[config.mk]
export PLATFORM = sky130hd
export DESIGN_NAME = keyed_string_hash
export DESIGN_NICKNAME = d
export VERILOG_FILES = /design/src/hdl/kshash_pkg.sv /design/src/hdl/kshash_front.sv /design/src/hdl/kshash_fifo.sv /design/src/hdl/kshash_back.sv /design/src/hdl/keyed_string_hash.sv
export SDC_FILE = /design/constraint.sdc
export NUM_CORES = 2
export LEC_CHECK = 0
export ABC_AREA = 1
export BUFFER_PORTS_ARGS = -buffer_cell sky130_fd_sc_hd__buf_2
export CORE_ASPECT_RATIO = 1.4
export CORE_MARGIN = 8
export CORE_UTILIZATION = 65
export DETAILED_ROUTE_END_ITERATION = 8
export PLACE_DENSITY = 0.8
export SETUP_SLACK_MARGIN = 0.4
export SYNTH_ARGS = -nofsm -noshare
export SYNTH_HDL_FRONTEND = slang
export SYNTH_SLANG_ARGS = --single-unit
[constraint.sdc]
create_clock -name clk -period 9.4 [get_ports clk]
set_input_delay 1.41 -clock clk [delete_from_list [all_inputs] [get_ports clk]]
set_output_delay 1.41 -clock clk [all_outputs]
set_load 0.1 [all_outputs]
[src/hdl/kshash_pkg.sv]
// kshash_pkg: constants, types and helpers for the keyed string hash
// used by the front end, the entry queue and the finalizer back end
package kshash_pkg;

    localparam logic [63:0] FNV_BASIS = 64'hcbf29ce484222325;
    localparam logic [63:0] GOLDEN    = 64'h9E3779B97F4A7C15;
    localparam logic [63:0] MIX_M1    = 64'hBF58476D1CE4E5B9;
    localparam logic [63:0] MIX_M2    = 64'h94D049BB133111EB;

    localparam int SHIFT_1 = 30;
    localparam int SHIFT_2 = 27;
    localparam int SHIFT_3 = 31;

    localparam int Q_DEPTH = 2;
    localparam int Q_PTR_W = $clog2(Q_DEPTH);

    // finalizer phases
    localparam logic [1:0] PH_KEY  = 2'd0;
    localparam logic [1:0] PH_MIX1 = 2'd1;
    localparam logic [1:0] PH_MIX2 = 2'd2;

    // partial product steps
    localparam logic [1:0] ST_LL  = 2'd0;
    localparam logic [1:0] ST_LH  = 2'd1;
    localparam logic [1:0] ST_HL  = 2'd2;
    localparam logic [1:0] ST_SUM = 2'd3;

    typedef struct packed {
        logic [63:0] hash;
        logic [31:0] ordinal;
    } name_entry_t;

    typedef struct packed {
        logic valid;
        logic full;
    } queue_status_t;

    // xor in one byte, multiply by the sparse prime 2^40 + 0x1b3
    function automatic logic [63:0] fnv_step(input logic [63:0] h, input logic [7:0] b);
        logic [63:0] x;
        x = h ^ {56'd0, b};
        return (x << 40) + x + (x << 1) + (x << 4) + (x << 5) + (x << 7) + (x << 8);
    endfunction

endpackage

[src/hdl/kshash_front.sv]
// kshash_front: folds name bytes into the running fnv-1a state
// and queues the finished state with its ordinal; uses kshash_pkg
module kshash_front
    import kshash_pkg::*;
(
    input  logic        clk,
    input  logic        rst_n,
    input  logic        in_fire,
    input  logic [7:0]  data_byte,
    input  logic        byte_valid,
    input  logic        last_byte,
    input  logic [31:0] ordinal,
    output logic        push,
    output name_entry_t push_entry
);

    logic [63:0] hash_reg;
    logic [63:0] hash_next;
    logic [63:0] folded;

    always_comb
    begin
        folded = byte_valid ? fnv_step(hash_reg, data_byte) : hash_reg;
        hash_next = hash_reg;
        if (in_fire)
        begin
            hash_next = last_byte ? FNV_BASIS : folded;
        end
    end

    assign push               = in_fire && last_byte;
    assign push_entry.hash    = folded;
    assign push_entry.ordinal = ordinal;

    always_ff @(posedge clk or negedge rst_n)
    begin
        if (!rst_n)
        begin
            hash_reg <= FNV_BASIS;
        end
        else
        begin
            hash_reg <= hash_next;
        end
    end

endmodule

[src/hdl/kshash_fifo.sv]
// kshash_fifo: short queue of finished name states between front and back
// depth from kshash_pkg
module kshash_fifo
    import kshash_pkg::*;
(
    input  logic          clk,
    input  logic          rst_n,
    input  logic          push,
    input  name_entry_t   push_entry,
    input  logic          pop,
    output queue_status_t status,
    output name_entry_t   head
);

    name_entry_t        entries [Q_DEPTH];
    logic [Q_PTR_W-1:0] wr_ptr_reg;
    logic [Q_PTR_W-1:0] wr_ptr_next;
    logic [Q_PTR_W-1:0] rd_ptr_reg;
    logic [Q_PTR_W-1:0] rd_ptr_next;
    logic [Q_PTR_W:0]   count_reg;
    logic [Q_PTR_W:0]   count_next;

    always_comb
    begin
        wr_ptr_next = wr_ptr_reg;
        rd_ptr_next = rd_ptr_reg;
        count_next  = count_reg;
        if (push)
        begin
            wr_ptr_next = (wr_ptr_reg == Q_PTR_W'(Q_DEPTH - 1)) ? '0 : wr_ptr_reg + 1'b1;
        end
        if (pop)
        begin
            rd_ptr_next = (rd_ptr_reg == Q_PTR_W'(Q_DEPTH - 1)) ? '0 : rd_ptr_reg + 1'b1;
        end
        if (push && !pop)
        begin
            count_next = count_reg + 1'b1;
        end
        else if (pop && !push)
        begin
            count_next = count_reg - 1'b1;
        end
    end

    always_ff @(posedge clk or negedge rst_n)
    begin
        if (!rst_n)
        begin
            wr_ptr_reg <= '0;
            rd_ptr_reg <= '0;
            count_reg  <= '0;
        end
        else
        begin
            wr_ptr_reg <= wr_ptr_next;
            rd_ptr_reg <= rd_ptr_next;
            count_reg  <= count_next;
        end
    end

    always_ff @(posedge clk)
    begin
        if (push)
        begin
            entries[wr_ptr_reg] <= push_entry;
        end
    end

    assign head         = entries[rd_ptr_reg];
    assign status.valid = (count_reg != '0);
    assign status.full  = (count_reg == (Q_PTR_W + 1)'(Q_DEPTH));

endmodule

[src/hdl/kshash_back.sv]
// kshash_back: ordinal keying and splitmix64 finalizer on one shared
// 32x32 multiplier, with a registered output beat; uses kshash_pkg
module kshash_back
    import kshash_pkg::*;
(
    input  logic          clk,
    input  logic          rst_n,
    input  queue_status_t q_status,
    input  name_entry_t   q_head,
    output logic          pop,
    output logic          m_valid,
    input  logic          m_ready,
    output logic [31:0]   m_data
);

    logic        busy_reg, busy_next;
    logic [1:0]  phase_reg, phase_next;
    logic [1:0]  step_reg, step_next;
    logic        out_valid_reg, out_valid_next;
    logic [63:0] a_reg, a_next;
    logic [63:0] h_reg, h_next;
    logic [63:0] acc_reg, acc_next;
    logic [63:0] prod_reg, prod_next;
    logic [31:0] out_data_reg, out_data_next;

    logic [63:0] b_const;
    logic [31:0] op_a;
    logic [31:0] op_b;
    logic [63:0] prod_high;
    logic [63:0] fin;
    logic [63:0] keyed;
    logic [63:0] mixed;
    logic [32:0] ord_plus;
    logic        stall;

    always_comb
    begin
        case (phase_reg)
            PH_KEY:  b_const = GOLDEN;
            PH_MIX1: b_const = MIX_M1;
            default: b_const = MIX_M2;
        endcase
        op_a      = (step_reg == ST_HL) ? a_reg[63:32] : a_reg[31:0];
        op_b      = (step_reg == ST_LH) ? b_const[63:32] : b_const[31:0];
        // last partial product holds while the sum step waits on the output
        prod_next = (step_reg == ST_SUM) ? prod_reg : op_a * op_b;
        prod_high = {prod_reg[31:0], 32'd0};
        fin       = acc_reg + prod_high;
        keyed     = h_reg ^ fin;
        mixed     = fin ^ (fin >> SHIFT_3);
        ord_plus  = {1'b0, q_head.ordinal} + 33'd1;
        stall     = (phase_reg == PH_MIX2) && out_valid_reg && !m_ready;
        pop       = q_status.valid && !busy_reg;
    end

    always_comb
    begin
        busy_next      = busy_reg;
        phase_next     = phase_reg;
        step_next      = step_reg;
        a_next         = a_reg;
        h_next         = h_reg;
        acc_next       = acc_reg;
        out_data_next  = out_data_reg;
        out_valid_next = out_valid_reg && !m_ready;

        if (pop)
        begin
            busy_next  = 1'b1;
            phase_next = PH_KEY;
            step_next  = ST_LL;
            a_next     = {31'd0, ord_plus};
            h_next     = q_head.hash;
        end
        else if (busy_reg)
        begin
            case (step_reg)
                ST_LL:
                begin
                    step_next = ST_LH;
                end
                ST_LH:
                begin
                    acc_next  = prod_reg;
                    step_next = ST_HL;
                end
                ST_HL:
                begin
                    acc_next  = fin;
                    step_next = ST_SUM;
                end
                default:
                begin
                    if (!stall)
                    begin
                        step_next = ST_LL;
                        case (phase_reg)
                            PH_KEY:
                            begin
                                a_next     = keyed ^ (keyed >> SHIFT_1);
                                phase_next = PH_MIX1;
                            end
                            PH_MIX1:
                            begin
                                a_next     = fin ^ (fin >> SHIFT_2);
                                phase_next = PH_MIX2;
                            end
                            default:
                            begin
                                out_data_next  = mixed[63:32];
                                out_valid_next = 1'b1;
                                busy_next      = 1'b0;
                            end
                        endcase
                    end
                end
            endcase
        end
    end

    always_ff @(posedge clk or negedge rst_n)
    begin
        if (!rst_n)
        begin
            busy_reg      <= 1'b0;
            phase_reg     <= PH_KEY;
            step_reg      <= ST_LL;
            out_valid_reg <= 1'b0;
        end
        else
        begin
            busy_reg      <= busy_next;
            phase_reg     <= phase_next;
            step_reg      <= step_next;
            out_valid_reg <= out_valid_next;
        end
    end

    always_ff @(posedge clk)
    begin
        a_reg        <= a_next;
        h_reg        <= h_next;
        acc_reg      <= acc_next;
        prod_reg     <= prod_next;
        out_data_reg <= out_data_next;
    end

    assign m_valid = out_valid_reg;
    assign m_data  = out_data_reg;

endmodule

[src/hdl/keyed_string_hash.sv]
// keyed_string_hash: fnv-1a 64 name hash keyed with an ordinal and finalized
// with the splitmix64 mixer; top level over kshash_front, kshash_fifo, kshash_back
//
// name bytes stream in one per beat and the front end takes a beat every cycle,
// folding the byte in with a shift-add fnv step. a beat with tlast hands the
// folded state and its ordinal to a two-entry queue and restarts the state from
// the offset basis. the back end loads a name, then forms three 64-bit products
// on one 32x32 multiplier in steps ll, lh, hl and sum; it takes the next name
// only once done. names under about 13 bytes are limited by the back end, and
// the input stalls only when the queue is full. one result beat per tlast beat.
module keyed_string_hash
    import kshash_pkg::*;
(
    input  logic        clk,
    input  logic        rst_n,
    input  logic        s_axis_tvalid,
    output logic        s_axis_tready,
    input  logic [39:0] s_axis_tdata,   // data_byte [7:0], ordinal [39:8]
    input  logic        s_axis_tuser,   // byte_valid
    input  logic        s_axis_tlast,   // last_byte
    output logic        m_axis_tvalid,
    input  logic        m_axis_tready,
    output logic [31:0] m_axis_tdata    // hash_value [31:0]
);

    logic          in_fire;
    logic          push;
    logic          pop;
    name_entry_t   push_entry;
    name_entry_t   q_head;
    queue_status_t q_status;

    assign s_axis_tready = !q_status.full;
    assign in_fire       = s_axis_tvalid && s_axis_tready;

    kshash_front u_front
    (
        .clk        (clk),
        .rst_n      (rst_n),
        .in_fire    (in_fire),
        .data_byte  (s_axis_tdata[7:0]),
        .byte_valid (s_axis_tuser),
        .last_byte  (s_axis_tlast),
        .ordinal    (s_axis_tdata[39:8]),
        .push       (push),
        .push_entry (push_entry)
    );

    kshash_fifo u_fifo
    (
        .clk        (clk),
        .rst_n      (rst_n),
        .push       (push),
        .push_entry (push_entry),
        .pop        (pop),
        .status     (q_status),
        .head       (q_head)
    );

    kshash_back u_back
    (
        .clk      (clk),
        .rst_n    (rst_n),
        .q_status (q_status),
        .q_head   (q_head),
        .pop      (pop),
        .m_valid  (m_axis_tvalid),
        .m_ready  (m_axis_tready),
        .m_data   (m_axis_tdata)
    );

`ifndef NO_ASSERTIONS
    a_no_overflow: assert property (@(posedge clk) disable iff (!rst_n)
        !(push && q_status.full))
        else $error("queue written while full");

    a_no_underflow: assert property (@(posedge clk) disable iff (!rst_n)
        pop |-> q_status.valid)
        else $error("queue read while empty");

    a_push_lands: assert property (@(posedge clk) disable iff (!rst_n)
        (push && !q_status.valid) |=> q_status.valid)
        else $error("pushed name missing from queue");
`endif

endmodule
==> reports/results.ini <==
[clocking]
clkTransAtPathRegs_ps=80
cts.sinks=554
root_buffer=clkbuf_16
cts_buffer_depth=3
clkLatencyLatePin_ps=670
cts_tree=yes
ctsHtreeMaxLevel=2
numCtsBuffers=52
hold_buffers=0

[final_layout]
synthToLayoutAreaGrowth_pct=8.58
regMostFlops=u_fifo.entries
fillers=8126
largest_register_ffs=192
drive_gt1_frac=0.0790
ff_latch_area_sq_um=16000
multi_input_area_sq_um=46000
final_nets=10000

[global_routing]
grt_pass1_wl_um=432000
grt_pass1_vias=64900
overflow=0
grt_max_degree=75
grt.total_usage=0.509
grt_antenna_before_repair=16

[sta]
timing.final.crit_share=0.983
finalHoldViolCount=0
worstMarginPinSlew_ps=1560
period_minus_slack_ps=9240
setup_violations=0
timing.fmax_ghz=0.108
rsz0062_at_grt=false
max-slew-margin-rel=-0.0517
skew_ps=31.5
final.setup.worst_slack_ps=164
finalMaxSlewViolations=2
tns_ps=0

[route]
drt_iter0_markers=6884
antenna_left=0
drt-total-wl_um=295000
drc=2
firstDrtPassIters=9
vias=61100
via_per_inst=6.16
wl_per_cell_um=29.8

[setup_path]
r2r_start=u_back.step_reg[1]
slowest_stage=nand2_1
startpoint=u_back.step_reg[1]
critPathMaxStageDelay_ps=780
required_ps=9870
critPathKind=reg -> reg
crit_fanout=11
end_kind=register
arrival_ps=9710
critical_path.startpoint_type=register

[outcome]
status=finished with violations
violations=DRC, capacitance limit, slew limit

[logic_synthesis]
synthTopCellsByCount=inv_1 (1918), nand2_1 (1723), fa_1 (1147)
synth_async_sr_flop_share=0.134
synth.cell_area_sq_um=70000
synth_top_family_by_area=adder cells
synth_mux_area_frac=0.00106
synth-edff-count=449
synth_compound_area_frac=0.0532
syn-num-nets=9760
synth_cell_types=61
syn_inst=8158
synthTopCellsByArea=fa_1 (33%), edfxtp_1 (19%), inv_1 (10%)
synth_ff_type=edfxtp_1
yosys.area_share.xor_xnor=0.0245
yosysMostFrequentCell=inv_1
syn_avg_cell_area_sq_um=8.58
yosys.area.top_type=fa_1
synth.top_cell.area_share=0.328
yosys_warnings=0
synthAdderAreaFrac=0.401
yosys.area_share.simple=0.175
ys_ff_latch=554
seq_area_frac_synth=0.229

[floorplan]
die_h_um=404
placementRows=142
start_util=0.654
die_w_um=293
fp.dieArea_sq_um=119000
core-area_sq_um=107000
num_io_pins=80

[placed_design]
dpl.hpwl_um=237000
dpl_worst_slack_ps=302
gp_congestion=1.19
port-buffer-count=79

[run]
cap_violations=2

[hold_path]
min_path_type=reg -> reg
hold_path.startpoint=u_back.a_reg[39]

## kinds of logic (layout without fill, tap and decap cells)
kind of cell / count (synthesis) / after routing
AND/OR/NAND/NOR: 3019 / 3019
AO/OA/AOI/OAI: 671 / 671
other: 0 / 14
buffers and inverters: 2156 / 2464
flip-flops: 554 / 554
adder cells (fa/ha/maj): 1556 / 1556
multiplexers: 7 / 7
XOR/XNOR: 195 / 195
## timing repair
item                                    in CTS  in global routing
resized for setup                            1                 33
pin swaps                                    0                  2
buffers inserted                             0                 11
endpoints found under the setup margin       1                 41
## per-stage QoR
| stage | area, sq um | std cells | util | hold WS (ps) |
|---|---|---|---|---|
| finish | 76000 | 9920 | 0.710 | 477 |
| floorplan | 70000 | 8158 | - | 421 |
| CTS | 75700 | 9894 | 0.708 | 469 |
| global route | 75900 | 9906 | 0.710 | 493 |
| global placement | 73900 | 9796 | 0.691 | 441 |
| detailed placement | 73900 | 9796 | 0.691 | 443 |
## path summary, 6_finish.rpt
check                                       end  slack [ps]  cells past startpoint
min in group asynchronous  u_front.hash_reg[46]         640                      1
setup reg to reg            u_back.prod_reg[38]         160                     30
setup / recovery            u_back.prod_reg[38]         160                     30
hold reg to reg                u_back.a_reg[39]         480                      2
max in group asynchronous     u_fifo.rd_ptr_reg        7480                      2
hold / removal                 u_back.a_reg[39]         480                      2
## per-layer routing
layer | wire length, um | GRT usage | vias up | part of all wire
met4 | 47900 | 0.601 | 10 | 0.16
li1 | - | - | 25100 | -
met1 | 78200 | 0.463 | 29000 | 0.26
met5 | 67 | 0 | - | 0.00023
met3 | 32200 | 0.177 | 2211 | 0.11
met2 | 137000 | 0.818 | 4744 | 0.46
## layout by cell type, fill, tap and decap left out, types with 10 or more instances in the layout
cell / count
clkbuf_16: 52
inv_2: 14
nor3_1: 34
nand3b_1: 21
xor2_1: 109
or2_2: 33
edfxtp_1: 449
o21a_1: 11
o211ai_1: 15
a31oi_1: 39
nor2_2: 17
inv_1: 1910
fa_1: 1143
dfstp_2: 28
a21oi_1: 208
buf_4: 335
o22ai_1: 10
nand2_2: 13
nand4_1: 42
xnor2_1: 83
dfrtp_1: 45
nor2_1: 824
o21bai_1: 28
buf_2: 78
diode_2: 14
ha_1: 405
dfxtp_1: 31
a21o_1: 12
nand3_1: 274
nand2_1: 1719
o21ai_0: 271
clkinv_1: 19
o21ai_1: 27
a21boi_0: 14
## worst max-delay path: cells and delay by family (launching register included)
| kind | cells | cell delay, ps |
|---|---|---|
| xor+xnor | 1 | 290 |
| compound gates | 1 | 280 |
| fa+ha+maj | 10 | 4820 |
| simple gates | 9 | 2120 |
| buf+inv | 9 | 1070 |
| flops | 1 | 460 |
## cell type report
| type | instances | share of cell area |
|---|---|---|
| inverter | 1942 | 0.0961 |
| multi-input combinational | 5448 | 0.606 |
| sequential | 554 | 0.211 |
| antenna | 14 | 0.000461 |
| clock inverter | 33 | 0.00456 |
| clock buffer | 65 | 0.0183 |
| tap | 1440 | 0.0237 |
| timing repair buffer | 424 | 0.0408 |
Power is left out: the tool's default activity adds up to more than one toggle a clock period on the data nets, which glitch-free logic cannot reach.
